**config.mk**
```make
export PLATFORM = sky130hd
export DESIGN_NAME = motion_vector_line_drawer_flat
export DESIGN_NICKNAME = d
export VERILOG_FILES = /design/src/rtl/mvld_pkg.sv /design/src/rtl/mvld_if.sv /design/src/rtl/mvld_div.sv /design/src/rtl/mvld_front.sv /design/src/rtl/mvld_queue.sv /design/src/rtl/mvld_back.sv /design/src/rtl/motion_vector_line_drawer.sv /design/src/flat_wrapper.sv
export SDC_FILE = /design/constraint.sdc
export NUM_CORES = 1
export LEC_CHECK = 0
export BUFFER_PORTS_ARGS = -buffer_cell sky130_fd_sc_hd__buf_2
export CORE_UTILIZATION = 40
export CTS_CLUSTER_SIZE = 16
export DETAILED_ROUTE_END_ITERATION = 16
export PLACE_DENSITY = 0.61
export SYNTH_ARGS = -nofsm -noshare
export SYNTH_HDL_FRONTEND = slang
export SYNTH_SLANG_ARGS = --single-unit
```
**constraint.sdc**
```tcl
create_clock -name clk -period 4.5 [get_ports clk]
set_input_delay 0.45 -clock clk [delete_from_list [all_inputs] [get_ports clk]]
set_output_delay 0.45 -clock clk [all_outputs]
set_load 0.005 [all_outputs]
```
**src/rtl/mvld_pkg.sv**
```systemverilog
// ----------------------------------------------------------------------------
// mvld_pkg
// Shared widths, reset values, codes and record types of the motion vector
// line drawer
// ----------------------------------------------------------------------------
package mvld_pkg;

  // field widths
  localparam int COORD_W    = 12;
  localparam int VEC_W      = 11;
  localparam int SAD_W      = 20;
  localparam int SCALE_W    = 5;
  localparam int PEL_W      = 3;
  localparam int TOL_W      = 20;
  localparam int CLIP_W     = 13;
  localparam int CFG_IDX_W  = 3;
  localparam int CFG_DATA_W = 20;

  // line geometry
  localparam int MAX_LEN   = 64;
  localparam int FRAC_BITS = 16;
  localparam int LEN_W     = $clog2(MAX_LEN + 1);

  // scaled vector component, signed, and its magnitude
  localparam int PROD_W = SCALE_W + VEC_W + 1;
  localparam int MAG_W  = SCALE_W + VEC_W - 1;

  // shared divider: dividend bits consumed per run and step counter
  localparam int NUM_W  = (FRAC_BITS + 1 > MAG_W) ? FRAC_BITS + 1 : MAG_W;
  localparam int ITER_W = $clog2(NUM_W + 1);

  // slope, minor accumulator, minor offset and pixel position
  localparam int SLOPE_W = FRAC_BITS + 2;
  localparam int ACC_W   = FRAC_BITS + LEN_W + 1;
  localparam int POS_W   = COORD_W + 2;

  // job queue between front and back
  localparam int QUEUE_DEPTH = 2;

  // register reset values
  localparam logic [SCALE_W-1:0] SCALE_RST     = SCALE_W'(1);
  localparam logic [PEL_W-1:0]   PEL_RST       = PEL_W'(1);
  localparam logic [TOL_W-1:0]   TOLERANCE_RST = '1;
  localparam logic [CLIP_W-1:0]  CLIP_RST      = CLIP_W'(4096);

  // configuration register indexes
  typedef enum logic [CFG_IDX_W-1:0] {
    CFG_SCALE       = 3'd0,
    CFG_PEL         = 3'd1,
    CFG_TOLERANCE   = 3'd2,
    CFG_CLIP_WIDTH  = 3'd3,
    CFG_CLIP_HEIGHT = 3'd4
  } cfg_reg_t;

  typedef struct packed {
    logic [SCALE_W-1:0] scale;
    logic [PEL_W-1:0]   pel;
    logic [TOL_W-1:0]   tolerance;
    logic [CLIP_W-1:0]  clip_width;
    logic [CLIP_W-1:0]  clip_height;
  } cfg_t;

  // one classified line, handed from front to back
  typedef struct packed {
    logic [COORD_W-1:0] origin_x;
    logic [COORD_W-1:0] origin_y;
    logic               major_is_y;
    logic               major_negative;
    logic [LEN_W-1:0]   len;
    logic [SLOPE_W-1:0] slope;
  } job_t;

  // divider request and response
  typedef struct packed {
    logic              start;
    logic [MAG_W-1:0]  den;
    logic [MAG_W-1:0]  rem_init;
    logic [NUM_W-1:0]  num;
    logic [ITER_W-1:0] iters;
  } div_req_t;

  typedef struct packed {
    logic             done;
    logic [NUM_W-1:0] quo;
  } div_rsp_t;

  typedef enum logic [2:0] {
    F_IDLE,
    F_DIVX,
    F_DIVY,
    F_CLASS,
    F_SLOPE,
    F_PUSH
  } front_state_t;

  typedef enum logic {
    B_IDLE,
    B_RUN
  } back_state_t;

endpackage

```
**src/rtl/mvld_if.sv**
```systemverilog
// ----------------------------------------------------------------------------
// mvld_if
// Valid/ready channels of the line drawer: block requests in, pixel requests
// out
// ----------------------------------------------------------------------------
interface mvld_in_if;
  logic                              valid;
  logic                              ready;
  logic [mvld_pkg::COORD_W-1:0]      start_x;
  logic [mvld_pkg::COORD_W-1:0]      start_y;
  logic signed [mvld_pkg::VEC_W-1:0] vec_x;
  logic signed [mvld_pkg::VEC_W-1:0] vec_y;
  logic [mvld_pkg::SAD_W-1:0]        block_sad;

  modport source (output valid, start_x, start_y, vec_x, vec_y, block_sad, input ready);
  modport sink (input valid, start_x, start_y, vec_x, vec_y, block_sad, output ready);
endinterface

interface mvld_out_if;
  logic                         valid;
  logic                         ready;
  logic [mvld_pkg::COORD_W-1:0] pixel_x;
  logic [mvld_pkg::COORD_W-1:0] pixel_y;
  logic                         write_enable;
  logic                         last;

  modport source (output valid, pixel_x, pixel_y, write_enable, last, input ready);
  modport sink (input valid, pixel_x, pixel_y, write_enable, last, output ready);
endinterface

```
**src/rtl/mvld_div.sv**
```systemverilog
// ----------------------------------------------------------------------------
// mvld_div
// Shared restoring divider, one quotient bit per cycle, with a preloadable
// partial remainder and a run length set per request
// ----------------------------------------------------------------------------
module mvld_div (
  input  logic               clk,
  input  logic               rst_n,
  input  mvld_pkg::div_req_t req,
  output mvld_pkg::div_rsp_t rsp
);

  logic                            busy_r;
  logic                            done_r;
  logic [mvld_pkg::ITER_W-1:0]     cnt_r;
  logic [mvld_pkg::MAG_W-1:0]      rem_r;
  logic [mvld_pkg::MAG_W-1:0]      rem_nxt;
  logic [mvld_pkg::NUM_W-1:0]      num_r;
  logic [mvld_pkg::NUM_W-1:0]      quo_r;
  logic [mvld_pkg::MAG_W:0]        partial;
  logic [mvld_pkg::MAG_W:0]        diff;
  logic                            take;

  // trial subtract of the divisor from the shifted remainder
  always_comb begin
    partial = {rem_r, num_r[mvld_pkg::NUM_W-1]};
    diff    = partial - {1'b0, req.den};
    take    = (partial >= {1'b0, req.den});
    rem_nxt = take ? diff[mvld_pkg::MAG_W-1:0] : partial[mvld_pkg::MAG_W-1:0];
  end

  // run control
  always_ff @(posedge clk) begin
    if (!rst_n) begin
      busy_r <= 1'b0;
      done_r <= 1'b0;
      cnt_r  <= '0;
    end else begin
      done_r <= 1'b0;
      if (req.start) begin
        busy_r <= 1'b1;
        cnt_r  <= req.iters;
      end else if (busy_r) begin
        cnt_r <= cnt_r - 1'b1;
        if (cnt_r == mvld_pkg::ITER_W'(1)) begin
          busy_r <= 1'b0;
          done_r <= 1'b1;
        end
      end
    end
  end

  // remainder, dividend and quotient shift registers
  always_ff @(posedge clk) begin
    if (req.start) begin
      rem_r <= req.rem_init;
      num_r <= req.num;
      quo_r <= '0;
    end else if (busy_r) begin
      rem_r <= rem_nxt;
      num_r <= num_r << 1;
      quo_r <= {quo_r[mvld_pkg::NUM_W-2:0], take};
    end
  end

  assign rsp.done = done_r;
  assign rsp.quo  = quo_r;

`ifndef ASSERT_OFF
  a_start_when_free: assert property (@(posedge clk) disable iff (!rst_n)
    req.start |-> !busy_r) else $error("divider started while busy");
  a_done_after_run: assert property (@(posedge clk) disable iff (!rst_n)
    done_r |-> (!busy_r && $past(busy_r))) else $error("divider done without a run");
`endif

endmodule

```
**src/rtl/mvld_front.sv**
```systemverilog
// ----------------------------------------------------------------------------
// mvld_front
// Accepts a block request, scales and divides the vector, picks the major
// axis, forms the fixed-point slope and queues the line job
// ----------------------------------------------------------------------------
module mvld_front (
  input  logic               clk,
  input  logic               rst_n,
  input  mvld_pkg::cfg_t     cfg,
  mvld_in_if.sink            in_ch,
  output mvld_pkg::div_req_t div_req,
  input  mvld_pkg::div_rsp_t div_rsp,
  output mvld_pkg::job_t     job,
  output logic               push,
  input  logic               full
);

  mvld_pkg::front_state_t state_r;
  mvld_pkg::front_state_t state_nxt;
  logic                   issue_r;
  logic                   issue_nxt;

  logic [mvld_pkg::COORD_W-1:0]       sx_r;
  logic [mvld_pkg::COORD_W-1:0]       sy_r;
  logic signed [mvld_pkg::PROD_W-1:0] prod_x_r;
  logic signed [mvld_pkg::PROD_W-1:0] prod_y_r;
  logic signed [mvld_pkg::PROD_W-1:0] prod_x_c;
  logic signed [mvld_pkg::PROD_W-1:0] prod_y_c;
  logic                               gate_r;
  logic [mvld_pkg::MAG_W-1:0]         lx_r;
  logic [mvld_pkg::MAG_W-1:0]         ly_r;
  logic [mvld_pkg::MAG_W-1:0]         maj_r;
  logic [mvld_pkg::MAG_W-1:0]         min_r;
  logic                               is_y_r;
  logic                               maj_neg_r;
  logic                               min_neg_r;
  logic [mvld_pkg::LEN_W-1:0]         len_r;
  logic [mvld_pkg::SLOPE_W-1:0]       slope_r;

  logic [mvld_pkg::PROD_W-1:0]  abs_x;
  logic [mvld_pkg::PROD_W-1:0]  abs_y;
  logic [mvld_pkg::MAG_W-1:0]   mag_x;
  logic [mvld_pkg::MAG_W-1:0]   mag_y;
  logic [mvld_pkg::PEL_W-1:0]   pel_eff;
  logic                         is_y_c;
  logic [mvld_pkg::MAG_W-1:0]   maj_c;
  logic [mvld_pkg::MAG_W-1:0]   min_c;
  logic [mvld_pkg::LEN_W-1:0]   len_c;
  logic [mvld_pkg::SLOPE_W-1:0] slope_mag;
  logic                         accept;

  // scale the vector components
  always_comb begin
    prod_x_c = $signed({{(mvld_pkg::PROD_W-mvld_pkg::SCALE_W){1'b0}}, cfg.scale}) *
               $signed({{(mvld_pkg::PROD_W-mvld_pkg::VEC_W){in_ch.vec_x[mvld_pkg::VEC_W-1]}},
                        in_ch.vec_x});
    prod_y_c = $signed({{(mvld_pkg::PROD_W-mvld_pkg::SCALE_W){1'b0}}, cfg.scale}) *
               $signed({{(mvld_pkg::PROD_W-mvld_pkg::VEC_W){in_ch.vec_y[mvld_pkg::VEC_W-1]}},
                        in_ch.vec_y});
  end

  // magnitudes, pel divisor, major axis pick and clamped length
  always_comb begin
    abs_x   = prod_x_r[mvld_pkg::PROD_W-1] ? (~prod_x_r + 1'b1) : prod_x_r;
    abs_y   = prod_y_r[mvld_pkg::PROD_W-1] ? (~prod_y_r + 1'b1) : prod_y_r;
    mag_x   = abs_x[mvld_pkg::MAG_W-1:0];
    mag_y   = abs_y[mvld_pkg::MAG_W-1:0];
    pel_eff = (cfg.pel == '0) ? mvld_pkg::PEL_W'(1) : cfg.pel;
    is_y_c  = (ly_r > lx_r);
    maj_c   = is_y_c ? ly_r : lx_r;
    min_c   = is_y_c ? lx_r : ly_r;
    if (!gate_r) begin
      len_c = '0;
    end else if (maj_c > mvld_pkg::MAG_W'(mvld_pkg::MAX_LEN)) begin
      len_c = mvld_pkg::LEN_W'(mvld_pkg::MAX_LEN);
    end else begin
      len_c = mvld_pkg::LEN_W'(maj_c);
    end
    slope_mag = {1'b0, div_rsp.quo[mvld_pkg::FRAC_BITS:0]};
  end

  // sequencer: next state, divider requests, handshakes
  always_comb begin
    state_nxt        = state_r;
    issue_nxt        = 1'b0;
    in_ch.ready      = 1'b0;
    push             = 1'b0;
    div_req.start    = 1'b0;
    div_req.den      = mvld_pkg::MAG_W'(pel_eff);
    div_req.rem_init = '0;
    div_req.num      = mvld_pkg::NUM_W'(mag_x) << (mvld_pkg::NUM_W - mvld_pkg::MAG_W);
    div_req.iters    = mvld_pkg::ITER_W'(mvld_pkg::MAG_W);
    case (state_r)
      mvld_pkg::F_IDLE: begin
        in_ch.ready = 1'b1;
        if (in_ch.valid) begin
          state_nxt = mvld_pkg::F_DIVX;
          issue_nxt = 1'b1;
        end
      end
      mvld_pkg::F_DIVX: begin
        div_req.start = issue_r;
        if (div_rsp.done) begin
          state_nxt = mvld_pkg::F_DIVY;
          issue_nxt = 1'b1;
        end
      end
      mvld_pkg::F_DIVY: begin
        div_req.start = issue_r;
        div_req.num   = mvld_pkg::NUM_W'(mag_y) << (mvld_pkg::NUM_W - mvld_pkg::MAG_W);
        if (div_rsp.done) begin
          state_nxt = mvld_pkg::F_CLASS;
        end
      end
      mvld_pkg::F_CLASS: begin
        if (len_c == '0) begin
          state_nxt = mvld_pkg::F_PUSH;
        end else begin
          state_nxt = mvld_pkg::F_SLOPE;
          issue_nxt = 1'b1;
        end
      end
      mvld_pkg::F_SLOPE: begin
        // quotient fits FRAC_BITS+1 bits, so the remainder starts preloaded
        div_req.start    = issue_r;
        div_req.den      = maj_r;
        div_req.rem_init = min_r >> 1;
        div_req.num      = mvld_pkg::NUM_W'(min_r[0]) << (mvld_pkg::NUM_W - 1);
        div_req.iters    = mvld_pkg::ITER_W'(mvld_pkg::FRAC_BITS + 1);
        if (div_rsp.done) begin
          state_nxt = mvld_pkg::F_PUSH;
        end
      end
      mvld_pkg::F_PUSH: begin
        if (!full) begin
          push      = 1'b1;
          state_nxt = mvld_pkg::F_IDLE;
        end
      end
      default: begin
        state_nxt = mvld_pkg::F_IDLE;
      end
    endcase
  end

  assign accept = (state_r == mvld_pkg::F_IDLE) && in_ch.valid;

  // state register
  always_ff @(posedge clk) begin
    if (!rst_n) begin
      state_r <= mvld_pkg::F_IDLE;
      issue_r <= 1'b0;
    end else begin
      state_r <= state_nxt;
      issue_r <= issue_nxt;
    end
  end

  // datapath captures
  always_ff @(posedge clk) begin
    if (accept) begin
      sx_r     <= in_ch.start_x;
      sy_r     <= in_ch.start_y;
      prod_x_r <= prod_x_c;
      prod_y_r <= prod_y_c;
      gate_r   <= (in_ch.block_sad < cfg.tolerance);
    end
    if ((state_r == mvld_pkg::F_DIVX) && div_rsp.done) begin
      lx_r <= div_rsp.quo[mvld_pkg::MAG_W-1:0];
    end
    if ((state_r == mvld_pkg::F_DIVY) && div_rsp.done) begin
      ly_r <= div_rsp.quo[mvld_pkg::MAG_W-1:0];
    end
    if (state_r == mvld_pkg::F_CLASS) begin
      is_y_r    <= is_y_c;
      maj_r     <= maj_c;
      min_r     <= min_c;
      maj_neg_r <= is_y_c ? prod_y_r[mvld_pkg::PROD_W-1] : prod_x_r[mvld_pkg::PROD_W-1];
      min_neg_r <= is_y_c ? prod_x_r[mvld_pkg::PROD_W-1] : prod_y_r[mvld_pkg::PROD_W-1];
      len_r     <= len_c;
      slope_r   <= '0;
    end
    if ((state_r == mvld_pkg::F_SLOPE) && div_rsp.done) begin
      slope_r <= min_neg_r ? (~slope_mag + 1'b1) : slope_mag;
    end
  end

  // job record
  always_comb begin
    job.origin_x       = sx_r;
    job.origin_y       = sy_r;
    job.major_is_y     = is_y_r;
    job.major_negative = maj_neg_r;
    job.len            = len_r;
    job.slope          = slope_r;
  end

endmodule

```
**src/rtl/mvld_queue.sv**
```systemverilog
// ----------------------------------------------------------------------------
// mvld_queue
// Short job queue between the front and the back
// ----------------------------------------------------------------------------
module mvld_queue #(
  parameter int DEPTH = mvld_pkg::QUEUE_DEPTH
) (
  input  logic           clk,
  input  logic           rst_n,
  input  logic           push,
  input  mvld_pkg::job_t push_job,
  input  logic           pop,
  output mvld_pkg::job_t pop_job,
  output logic           full,
  output logic           empty
);

  localparam int PTR_W = $clog2(DEPTH);
  localparam int CNT_W = $clog2(DEPTH + 1);

  mvld_pkg::job_t   mem_r [DEPTH];
  logic [PTR_W-1:0] wr_ptr_r;
  logic [PTR_W-1:0] rd_ptr_r;
  logic [CNT_W-1:0] cnt_r;

  assign full    = (cnt_r == CNT_W'(DEPTH));
  assign empty   = (cnt_r == '0);
  assign pop_job = mem_r[rd_ptr_r];

  // pointers and fill count
  always_ff @(posedge clk) begin
    if (!rst_n) begin
      wr_ptr_r <= '0;
      rd_ptr_r <= '0;
      cnt_r    <= '0;
    end else begin
      if (push) begin
        wr_ptr_r <= (wr_ptr_r == PTR_W'(DEPTH - 1)) ? '0 : wr_ptr_r + 1'b1;
      end
      if (pop) begin
        rd_ptr_r <= (rd_ptr_r == PTR_W'(DEPTH - 1)) ? '0 : rd_ptr_r + 1'b1;
      end
      if (push && !pop) begin
        cnt_r <= cnt_r + 1'b1;
      end else if (pop && !push) begin
        cnt_r <= cnt_r - 1'b1;
      end
    end
  end

  // storage
  always_ff @(posedge clk) begin
    if (push) begin
      mem_r[wr_ptr_r] <= push_job;
    end
  end

`ifndef ASSERT_OFF
  a_no_overflow: assert property (@(posedge clk) disable iff (!rst_n)
    (push |-> !full) and (pop |-> !empty)) else $error("job queue over or underrun");
`endif

endmodule

```
**src/rtl/mvld_back.sv**
```systemverilog
// ----------------------------------------------------------------------------
// mvld_back
// Walks one queued line along its major axis, one pixel request per cycle
// while out_ch.ready is high, with clipping and a registered output stage
// ----------------------------------------------------------------------------
module mvld_back (
  input  logic           clk,
  input  logic           rst_n,
  input  mvld_pkg::cfg_t cfg,
  input  mvld_pkg::job_t job,
  input  logic           empty,
  output logic           pop,
  mvld_out_if.source     out_ch
);

  mvld_pkg::back_state_t state_r;
  mvld_pkg::back_state_t state_nxt;

  mvld_pkg::job_t               job_r;
  logic [mvld_pkg::LEN_W-1:0]   k_r;
  logic [mvld_pkg::ACC_W-1:0]   acc_r;
  logic                         ovalid_r;
  logic [mvld_pkg::COORD_W-1:0] ox_r;
  logic [mvld_pkg::COORD_W-1:0] oy_r;
  logic                         owe_r;
  logic                         olast_r;

  logic                         emit;
  logic                         last_c;
  logic                         inside_c;
  logic                         we_c;
  logic [mvld_pkg::POS_W-1:0]   off_ext;
  logic [mvld_pkg::POS_W-1:0]   major_step;
  logic [mvld_pkg::POS_W-1:0]   px;
  logic [mvld_pkg::POS_W-1:0]   py;

  // pixel position: major step and floored minor offset
  always_comb begin
    off_ext    = mvld_pkg::POS_W'($signed(acc_r[mvld_pkg::ACC_W-1:mvld_pkg::FRAC_BITS]));
    major_step = job_r.major_negative ? (~mvld_pkg::POS_W'(k_r) + 1'b1)
                                      : mvld_pkg::POS_W'(k_r);
    px = mvld_pkg::POS_W'(job_r.origin_x) + (job_r.major_is_y ? off_ext : major_step);
    py = mvld_pkg::POS_W'(job_r.origin_y) + (job_r.major_is_y ? major_step : off_ext);
    inside_c = !px[mvld_pkg::POS_W-1] && !py[mvld_pkg::POS_W-1] &&
               (px[mvld_pkg::POS_W-2:mvld_pkg::COORD_W] == '0) &&
               (py[mvld_pkg::POS_W-2:mvld_pkg::COORD_W] == '0) &&
               (mvld_pkg::CLIP_W'(px[mvld_pkg::COORD_W-1:0]) < cfg.clip_width) &&
               (mvld_pkg::CLIP_W'(py[mvld_pkg::COORD_W-1:0]) < cfg.clip_height);
    we_c   = (job_r.len != '0) && inside_c;
    last_c = (job_r.len == '0) || (k_r == job_r.len - 1'b1);
  end

  // sequencer
  always_comb begin
    state_nxt = state_r;
    pop       = 1'b0;
    emit      = 1'b0;
    case (state_r)
      mvld_pkg::B_IDLE: begin
        if (!empty) begin
          pop       = 1'b1;
          state_nxt = mvld_pkg::B_RUN;
        end
      end
      mvld_pkg::B_RUN: begin
        emit = !ovalid_r || out_ch.ready;
        if (emit && last_c) begin
          state_nxt = mvld_pkg::B_IDLE;
        end
      end
      default: begin
        state_nxt = mvld_pkg::B_IDLE;
      end
    endcase
  end

  // control registers
  always_ff @(posedge clk) begin
    if (!rst_n) begin
      state_r  <= mvld_pkg::B_IDLE;
      ovalid_r <= 1'b0;
    end else begin
      state_r <= state_nxt;
      if (emit) begin
        ovalid_r <= 1'b1;
      end else if (out_ch.ready) begin
        ovalid_r <= 1'b0;
      end
    end
  end

  // line walk and output stage
  always_ff @(posedge clk) begin
    if (pop) begin
      job_r <= job;
      k_r   <= '0;
      acc_r <= '0;
    end else if (emit) begin
      k_r   <= k_r + 1'b1;
      acc_r <= acc_r + mvld_pkg::ACC_W'($signed(job_r.slope));
    end
    if (emit) begin
      ox_r    <= we_c ? px[mvld_pkg::COORD_W-1:0] : '0;
      oy_r    <= we_c ? py[mvld_pkg::COORD_W-1:0] : '0;
      owe_r   <= we_c;
      olast_r <= last_c;
    end
  end

  assign out_ch.valid        = ovalid_r;
  assign out_ch.pixel_x      = ox_r;
  assign out_ch.pixel_y      = oy_r;
  assign out_ch.write_enable = owe_r;
  assign out_ch.last         = olast_r;

`ifndef ASSERT_OFF
  a_step_in_range: assert property (@(posedge clk) disable iff (!rst_n)
    ((state_r == mvld_pkg::B_RUN) && (job_r.len != '0)) |-> (k_r < job_r.len))
    else $error("step count ran past line length");
  a_clipped_is_zero: assert property (@(posedge clk) disable iff (!rst_n)
    (ovalid_r && !owe_r) |-> ((ox_r == '0) && (oy_r == '0)))
    else $error("suppressed pixel carries coordinates");
`endif

endmodule

```
**src/rtl/motion_vector_line_drawer.sv**
```systemverilog
// ----------------------------------------------------------------------------
// motion_vector_line_drawer
// Draws one motion vector per block request as a run of pixel write requests
// ----------------------------------------------------------------------------
// Usage
//   in_ch  : valid/ready block request (start_x, start_y, vec_x, vec_y,
//            block_sad); accepted when valid and ready are both high
//   out_ch : valid/ready pixel request (pixel_x, pixel_y, write_enable,
//            last); one request per step of the line, last marks the end
//   cfg_*  : write port, cfg_index selects scale, pel, tolerance,
//            clip_width or clip_height; write only while the block is idle
// Timing
//   The front runs two 15-step pel divisions and one 17-step slope division
//   in the shared divider on a drawn vector, and only the two pel divisions
//   on a gated or empty one. The back then gives one pixel request per cycle
//   while out_ch.ready is high, up to 64 pixels per line. A two-entry job
//   queue lets the front work on the next request while the back draws, so
//   the sustained rate is set by the slower of the two.
// Reset
//   Synchronous, active low: registers return to scale 1, pel 1, full
//   tolerance and a 4096 by 4096 clip window; queue and output are emptied.
// Stall
//   While out_ch.ready is low the pending request holds and the line walk
//   waits; the front keeps filling the queue and then holds in_ch.ready low.
// ----------------------------------------------------------------------------
module motion_vector_line_drawer #(
  parameter int QUEUE_DEPTH = mvld_pkg::QUEUE_DEPTH
) (
  input  logic                              clk,
  input  logic                              rst_n,
  mvld_in_if.sink                           in_ch,
  mvld_out_if.source                        out_ch,
  input  logic                              cfg_we,
  input  logic [mvld_pkg::CFG_IDX_W-1:0]    cfg_index,
  input  logic [mvld_pkg::CFG_DATA_W-1:0]   cfg_data
);

  mvld_pkg::cfg_t     cfg_r;
  mvld_pkg::cfg_t     cfg_nxt;
  mvld_pkg::div_req_t div_req;
  mvld_pkg::div_rsp_t div_rsp;
  mvld_pkg::job_t     push_job;
  mvld_pkg::job_t     pop_job;
  logic               push;
  logic               pop;
  logic               full;
  logic               empty;

  // configuration register writes
  always_comb begin
    cfg_nxt = cfg_r;
    if (cfg_we) begin
      case (cfg_index)
        mvld_pkg::CFG_SCALE:       cfg_nxt.scale       = cfg_data[mvld_pkg::SCALE_W-1:0];
        mvld_pkg::CFG_PEL:         cfg_nxt.pel         = cfg_data[mvld_pkg::PEL_W-1:0];
        mvld_pkg::CFG_TOLERANCE:   cfg_nxt.tolerance   = cfg_data[mvld_pkg::TOL_W-1:0];
        mvld_pkg::CFG_CLIP_WIDTH:  cfg_nxt.clip_width  = cfg_data[mvld_pkg::CLIP_W-1:0];
        mvld_pkg::CFG_CLIP_HEIGHT: cfg_nxt.clip_height = cfg_data[mvld_pkg::CLIP_W-1:0];
        default:                   cfg_nxt             = cfg_r;
      endcase
    end
  end

  always_ff @(posedge clk) begin
    if (!rst_n) begin
      cfg_r.scale       <= mvld_pkg::SCALE_RST;
      cfg_r.pel         <= mvld_pkg::PEL_RST;
      cfg_r.tolerance   <= mvld_pkg::TOLERANCE_RST;
      cfg_r.clip_width  <= mvld_pkg::CLIP_RST;
      cfg_r.clip_height <= mvld_pkg::CLIP_RST;
    end else begin
      cfg_r <= cfg_nxt;
    end
  end

  // shared divider
  mvld_div u_div (
    .clk   (clk),
    .rst_n (rst_n),
    .req   (div_req),
    .rsp   (div_rsp)
  );

  // front: accept and classify
  mvld_front u_front (
    .clk     (clk),
    .rst_n   (rst_n),
    .cfg     (cfg_r),
    .in_ch   (in_ch),
    .div_req (div_req),
    .div_rsp (div_rsp),
    .job     (push_job),
    .push    (push),
    .full    (full)
  );

  // job queue
  mvld_queue #(
    .DEPTH (QUEUE_DEPTH)
  ) u_queue (
    .clk      (clk),
    .rst_n    (rst_n),
    .push     (push),
    .push_job (push_job),
    .pop      (pop),
    .pop_job  (pop_job),
    .full     (full),
    .empty    (empty)
  );

  // back: line walk
  mvld_back u_back (
    .clk    (clk),
    .rst_n  (rst_n),
    .cfg    (cfg_r),
    .job    (pop_job),
    .empty  (empty),
    .pop    (pop),
    .out_ch (out_ch)
  );

endmodule
```
**src/flat_wrapper.sv**
```systemverilog
// flat-port wrapper written by rule: the top's interface ports become plain ports
module motion_vector_line_drawer_flat 
#(
  parameter int QUEUE_DEPTH = mvld_pkg::QUEUE_DEPTH
)
  (clk, rst_n, cfg_we, cfg_index, cfg_data, in_ch_valid, in_ch_start_x, in_ch_start_y, in_ch_vec_x, in_ch_vec_y, in_ch_block_sad, in_ch_ready, out_ch_valid, out_ch_pixel_x, out_ch_pixel_y, out_ch_write_enable, out_ch_last, out_ch_ready);
  mvld_in_if in_ch_i ();
  mvld_out_if out_ch_i ();
  input  logic clk;
  input  logic rst_n;
  input  logic cfg_we;
  input  logic [mvld_pkg::CFG_IDX_W-1:0] cfg_index;
  input  logic [mvld_pkg::CFG_DATA_W-1:0] cfg_data;
  input wire logic [$bits(in_ch_i.valid)-1:0] in_ch_valid;
  input wire logic [$bits(in_ch_i.start_x)-1:0] in_ch_start_x;
  input wire logic [$bits(in_ch_i.start_y)-1:0] in_ch_start_y;
  input wire logic [$bits(in_ch_i.vec_x)-1:0] in_ch_vec_x;
  input wire logic [$bits(in_ch_i.vec_y)-1:0] in_ch_vec_y;
  input wire logic [$bits(in_ch_i.block_sad)-1:0] in_ch_block_sad;
  output wire logic [$bits(in_ch_i.ready)-1:0] in_ch_ready;
  output wire logic [$bits(out_ch_i.valid)-1:0] out_ch_valid;
  output wire logic [$bits(out_ch_i.pixel_x)-1:0] out_ch_pixel_x;
  output wire logic [$bits(out_ch_i.pixel_y)-1:0] out_ch_pixel_y;
  output wire logic [$bits(out_ch_i.write_enable)-1:0] out_ch_write_enable;
  output wire logic [$bits(out_ch_i.last)-1:0] out_ch_last;
  input wire logic [$bits(out_ch_i.ready)-1:0] out_ch_ready;
  assign in_ch_i.valid = in_ch_valid;
  assign in_ch_i.start_x = in_ch_start_x;
  assign in_ch_i.start_y = in_ch_start_y;
  assign in_ch_i.vec_x = in_ch_vec_x;
  assign in_ch_i.vec_y = in_ch_vec_y;
  assign in_ch_i.block_sad = in_ch_block_sad;
  assign in_ch_ready = in_ch_i.ready;
  assign out_ch_valid = out_ch_i.valid;
  assign out_ch_pixel_x = out_ch_i.pixel_x;
  assign out_ch_pixel_y = out_ch_i.pixel_y;
  assign out_ch_write_enable = out_ch_i.write_enable;
  assign out_ch_last = out_ch_i.last;
  assign out_ch_i.ready = out_ch_ready;
  motion_vector_line_drawer #(.QUEUE_DEPTH(QUEUE_DEPTH)) u_core (.clk(clk), .rst_n(rst_n), .in_ch(in_ch_i), .out_ch(out_ch_i), .cfg_we(cfg_we), .cfg_index(cfg_index), .cfg_data(cfg_data));
endmodule
```
; ---- After elaboration in Yosys (flattened, before gate mapping)
; Memory sizes are Yosys's and may differ from the RTL's. A register that Yosys moved wholly into a read port is not among the register bits.
; Cells that the tools add are included.
[word_totals]
reg_bits = 324
mem_bits_rw = 102
input_bits = 94
output_inout_bits = 28
memories = 1
[op_classes]
addsub = 15
n_mul = 2
magnitude_cmp = 6
n_eq_ne = 17
n_mux = 57
bitwise_logic = 9
n_reduce_logical = 39
[mem_list]
columns = memory, depth, width, read_ports, rd_ports_with_merged_regs, wr, line
row1 = u_core.u_queue.mem_r, 2, 51, 1, 1, 1, mvld_queue.sv:21  ; mvld_pkg::job_t mem_r [DEPTH];
[op_table]
columns = cell, n
row1 = two-way mux 15 bit, 7
row2 = two-way mux 18 bit, 3
row3 = two-way mux 14 bit, 3
row4 = multiplier 6 x 11 -> 17 bit, 2
row5 = two-way mux 17 bit, 2
row6 = case mux 17 bit (2 select lines), 1
row7 = adder 15 x 1 -> 15 bit (second input constant), 2
row8 = two-way mux 30 bit, 1
row9 = NOT 15 bit, 2
row10 = adder 12 x 14 -> 14 bit, 2
row11 = less-than comparator 12 x 13 -> 1 bit, 2
row12 = adder 24 bit, 1
row13 = two-way mux 1 bit, 24
row14 = less-than comparator 20 bit, 1
row15 = adder 18 x 1 -> 18 bit (second input constant), 1
row16 = two-way mux 3 bit, 6
row17 = NOT 17 -> 18 bit, 1
row18 = case mux 3 bit (6 select lines), 1
row19 = >= comparator 16 x 15 -> 1 bit, 1
row20 = greater-than comparator 15 bit, 1
row21 = greater-than comparator 15 x 7 -> 1 bit (second input constant), 1
row22 = two-way mux 5 bit, 3
row23 = subtractor 15 bit, 1
row24 = adder 14 x 1 -> 14 bit (second input constant), 1
row25 = 31 further kinds, 75

; ---- Logic depth before layout (Yosys ltp)
[depth]
depth_word = 12
depth_mapped = 24
mapped_depth_nobuf = 22

; ---- By module
; A second synthesis with hierarchy kept.
[unflattened]
cells_unflattened = 2442
hier_area_um2 = 27605.2
[by_module_without_submodules]
columns = module, instances, cells_per_inst, area_each_um2, seq_area_each_um2
row1 = mvld_front, 1, 1025, 11015.6, 4434.3
row2 = mvld_back, 1, 704, 7209.4, 2972.9
row3 = mvld_queue, 1, 181, 3893.7, 3163.0
row4 = mvld_div, 1, 317, 3283.1, 1441.4
row5 = motion_vector_line_drawer, 1, 215, 2203.4, 1081.0

; ---- Worst setup path before layout
; OpenSTA, ideal clock, no wires.
[synth_timing]
kind = register to register
startpoint = register u_core.u_back.k_r[1] (netlist bit)
endpoint = register u_core.u_back.ox_r (netlist bit u_core.u_back.out_ch.pixel_x[10]) (data pin)
setup_time_ns = 0.278
arrival_time_ns = 4.575
required_ns = 4.222
path_slack_ns = -0.353
stages_incl_launch_ff = 22
n_path_buf = 2
cell_sequence = dfxtp_1 -> clkbuf_2 -> inv_1 -> ha_1 -> or3b_1 -> o31ai_1 -> xnor2_1 -> mux2_2 -> ha_1 -> or3_1 -> o21a_1 -> o31a_1 -> a211o_1 -> a21o_1 -> xnor2_1 -> inv_1 -> ha_1 -> and4b_1 -> o221ai_1 -> o211ai_1 -> clkbuf_1 -> nor3_2
[synth_between]
word_cells_on_any_way = 19
[synth_lines]
columns = element, line
row1 = start: declaration, mvld_back.sv:20  ; logic [mvld_pkg::LEN_W-1:0] k_r;
row2 = start signal: assignment, mvld_back.sv:99  ; k_r <= k_r + 1'b1;
row3 = NOT 7 -> 14 bit, mvld_back.sv:40  ; major_step = job_r.major_negative ? (~mvld_pkg::POS_W'(k_r) + 1'b1)
row4 = adder 14 x 1 -> 14 bit, mvld_back.sv:40
row5 = two-way mux 14 bit *, mvld_back.sv:40
row6 = two-way mux 14 bit *, mvld_back.sv:42  ; px = mvld_pkg::POS_W'(job_r.origin_x) + (job_r.major_is_y ? off_ext : major_step);
row7 = adder 12 x 14 -> 14 bit *, mvld_back.sv:42
row8 = "named net u_core.u_back.px, one bit", mvld_back.sv:34  ; logic [mvld_pkg::POS_W-1:0] px;
row9 = less-than comparator 12 x 13 -> 1 bit *, mvld_back.sv:47  ; (mvld_pkg::CLIP_W'(px[mvld_pkg::COORD_W-1:0]) < cfg.clip_width) &&
row10 = logical AND 1 bit *, mvld_back.sv:46  ; (py[mvld_pkg::POS_W-2:mvld_pkg::COORD_W] == '0) &&
row11 = logical AND 1 bit *, mvld_back.sv:47
row12 = logical AND 1 bit *, mvld_back.sv:49  ; we_c = (job_r.len != '0) && inside_c;
row13 = end signal: assignment, mvld_back.sv:103  ; ox_r <= we_c ? px[mvld_pkg::COORD_W-1:0] : '0;
row14 = end: declaration, mvld_back.sv:23  ; logic [mvld_pkg::COORD_W-1:0] ox_r;
; Mark *: on every way through the listed nets, which the timed path passes. The rest lies on a longest branch.
; A chain may end at the register's enable or synchronous reset.

; ---- Final worst setup path
[layout_timing]
startpoint = register u_core.u_back.k_r[0] (netlist bit)
endpoint = register u_core.u_back.oy_r (netlist bit u_core.u_back.out_ch.pixel_y[0]) (data pin)
[layout_between]
word_cells_on_any_way = 19
[layout_lines]
columns = element, line
row1 = NOT 7 -> 14 bit, mvld_back.sv:40
row2 = adder 14 x 1 -> 14 bit, mvld_back.sv:40
row3 = two-way mux 14 bit *, mvld_back.sv:40
row4 = two-way mux 14 bit *, mvld_back.sv:42
row5 = adder 12 x 14 -> 14 bit *, mvld_back.sv:42
row6 = "named net u_core.u_back.px, one bit", mvld_back.sv:34
row7 = less-than comparator 12 x 13 -> 1 bit *, mvld_back.sv:47
row8 = logical AND 1 bit *, mvld_back.sv:46
row9 = logical AND 1 bit *, mvld_back.sv:47
row10 = logical AND 1 bit *, mvld_back.sv:49
row11 = end signal: assignment, mvld_back.sv:104  ; oy_r <= we_c ? py[mvld_pkg::COORD_W-1:0] : '0;
row12 = end: declaration, mvld_back.sv:24  ; logic [mvld_pkg::COORD_W-1:0] oy_r;
; Marks and branches as above.

==> summary.txt <==
maximum VDD drop: 0.371 mV
Switching Share: 36.0%
CP Launch Type: register
HPWL Detailed: 44,600 um
clk root buf: clkbuf_16
post-route ant nets: 0
Hold Vio Cnt, Final: 0
Crit Path Class: register to register
FMAX: 0.219 GHz
Crit Path Max Fanout: 5
Comb power frac: 41.4%
Final Slew Violations: 0
gpl congestion: 0.869
final period utilization: 101%
Worst Tran Pin Value: 1.20 ns
Clk pwr share: 23.3%
Synth Warn #: 0
hold path depth: 1
Starting Density: 40.5%
# fillers: 6,045
layout cells sized above 1: 16.1%
CP endpoint kind: register
WL final: 59,800 um
critical path data arrival time: 4.88 ns
Netlist cell types: 84
GR Util All Layers: 17.7%
number of synthesized flops with an enable pin: 354
Yosys top cell by area: edfxtp_1
RSZ-0062 raised after global routing: true
CP required: 4.82 ns
Num CTS Buffers: 48
most numerous cell in the Yosys netlist: edfxtp_1
wire length per cell: 17.3 um
worst skew pair latency: 0.60 ns
total core area: 65,900 um2
DRC viols: 0
Ports: 122
Vias: 18,100
final instance area: 30,500 um2
#FFs+latches synth: 473
post-synthesis async set-or-reset flop share: 0%
FP Rows: 94
drt first-iter violations: 973
first-pass GRT wire length: 95,600 um
DRT Pass-1 Iters: 7
commonest cells in the netlist: edfxtp_1 (354), nand2_1 (256), ha_1 (189)
H-tree levels: 2
Slew headroom: 19.6%
top_reg_cell synth: edfxtp_1
sw power: 5980 uW
Die Area: 67,700 um2
status: complete, but fails checks
Avg Cell Area, Syn: 11.2 um2
Leakage: 0.0123 uW
initial antenna violation count: 1
Buffers on Ports: 121
clk slew on worst S/H paths: 0.06 ns
DIE WIDTH: 260 um
Yosys top cell area share: 39.8%
P_int: 10,600 uW
Longest Clk Path Bufs: 3
CTS Sinks: 473
Synth Cell Area: 26,700 um2
Clock Skew: 0.0183 ns
Inserted Diodes: 0
Setup-failing EPs final: 25
crit path time final: 4.56 ns
net count after synthesis: 2,737
sequential area share after synthesis: 48.8%
PwrDens: 544 nW/um2
cells on worst reg2reg path: 21
CTS tree: built
pin count of the biggest net entering global routing: 51
top cells by area, synth: edfxtp_1 (40%), dfxtp_1 (8.9%), ha_1 (8.9%)
Synth Instances: 2,382
Overflow after GRT: 0
setup ws final: -0.0618 ns
failing checks: setup timing
DIE HEIGHT: 260 um
setup TNS: -1.24 ns
max_cap viols: 0
placed cell area: 28,500 um2
Tightest Hold Check Type: input pin to register
sequential share of power: 35.3%
number of global-route vias before repair: 18,100
DR vias/cell: 5.24
Area growth syn-to-layout: 14.4%
final net count: 2,910
fin util: 46.3%
[worst paths after layout]
check / startpoint / endpoint / slack [ns]
worst min register to register: u_core.u_front.slope_r[4] / u_core.u_queue.mem_r[1][4] / 0.44
worst min-delay path: in_ch_start_y[10] / u_core.u_front.sy_r[10] / 0.04
worst max register to register: u_core.u_back.k_r[0] / u_core.u_back.out_ch.pixel_y[0] / -0.06
worst max-delay path: u_core.u_back.k_r[0] / u_core.u_back.out_ch.pixel_y[0] / -0.06
[worst max-delay path, stage by stage (launching register included)]
cell and delay (ns):
dfxtp_4 0.36, inv_4 0.06, ha_4 0.12, or3b_4 0.40
o31ai_4 0.27, xnor2_2 0.11, mux2_4 0.28, ha_4 0.16
or3_4 0.33, o21a_1 0.19, o31a_1 0.13, a211o_1 0.31
a21o_1 0.19, xnor2_2 0.20, inv_2 0.07, ha_4 0.27
and4b_1 0.21, o221ai_2 0.10, o211ai_1 0.11, buf_4 0.23
clkbuf_16 0.17, nor3_2 0.04
[cell type report]
cell class	instances	area, um2	share of cell area, %
timing repair buffer	209	1370	4.48
clock inverter	28	245	0.804
multi-input combinational	1633	12800	42.1
inverter	190	716	2.35
clock buffer	59	1250	4.11
sequential	473	13000	42.7
tap	864	1080	3.54
[power groups by stage]
stage / registers, uW / logic [uW] / clock network [uW]
detailed placement: 5950 / 6450 / 0
floorplan: 5750 / 4670 / 0
global route: 5920 / 7640 / 4140
global placement: 5940 / 6310 / 0
CTS: 5860 / 6610 / 3970
finish: 5860 / 6860 / 3870
[sequential cells by signal, indices dropped and copies added (netlist names), 16 cells and up]
signal / cells
u_core.u_div.quo_r: 17
u_core.u_front.prod_y_r: 16
u_core.u_front.slope_r: 18
u_core.u_front.prod_x_r: 16
u_core.u_queue.mem_r: 102
u_core.cfg_r: 54
u_core.u_back.acc_r: 24
u_core.u_back.job_r: 51
[what timing repair did]
action | in CTS | in global routing
resized for setup | 9 | 40
setup buffers | 2 | 2
endpoints found under the hold margin | 22 | 0
pin swaps | 3 | 16
gates cloned | 1 | 1
endpoints found under the setup margin | 20 | 32
hold buffers | 22 | 0
[through the flow]
step / setup WS, ns / power [uW] / cells / hold slack [ns]
3_5_place_dp: -0.118 / 12400 / 3341 / 0.434
6_report: -0.0618 / 16600 / 3456 / 0.0380
3_3_place_gp: -0.0310 / 12200 / 3341 / 0.424
4_1_cts: 0.00137 / 16400 / 3453 / 0.00177
5_1_grt: -0.332 / 17700 / 3456 / 0.0117
2_1_floorplan: 0.00373 / 10400 / 2382 / 0.421
[kinds of logic (layout without fill, tap and decap cells)]
family | Yosys count | in the layout | share of synthesized area [%]
muxes | 124 | 124 | 5.00
and+or+nand+nor | 685 | 685 | 12.7
AOI/OAI and AO/OA | 430 | 430 | 10.9
DFF | 473 | 473 | 48.8
xor gates and xnor gates | 133 | 133 | 4.37
adders and majority gates | 261 | 261 | 14.3
buffers and inverters | 276 | 486 | 4.01
[metal layers]
layer / share of wire [%] / global-route usage [%] / up-vias
met2: 48 / 29.8 / 331
met1: 46 / 23.7 / 8894
li1: - / - / 8798
met4: 2.0 / 4.29 / 2
met5: 0.015 / 0 / -
met3: 4.4 / 2.90 / 90
[placed cells by master, fill, tap and decap left out, drive strengths merged, types with 22 or more instances in the layout]
master / Yosys / final
nand2: 256 / 256
clkinv: 2 / 23
ha: 189 / 189
dfxtp: 119 / 119
mux2i: 49 / 49
o21ai: 95 / 95
a21oi: 87 / 87
o21a: 28 / 28
inv: 188 / 191
nand2b: 22 / 22
a21o: 36 / 36
a21boi: 29 / 29
dlygate4sd3: 0 / 22
nor2: 131 / 131
mux2: 75 / 75
fa: 72 / 72
xnor2: 77 / 77
o211ai: 27 / 27
and2: 73 / 73
nor3: 48 / 48
buf: 11 / 186
edfxtp: 354 / 354
xor2: 56 / 56
nor2b: 35 / 35
nand3: 23 / 23
clkbuf: 75 / 60
o31ai: 22 / 22
No activity file was read; power rests on OpenSTA's default activity.
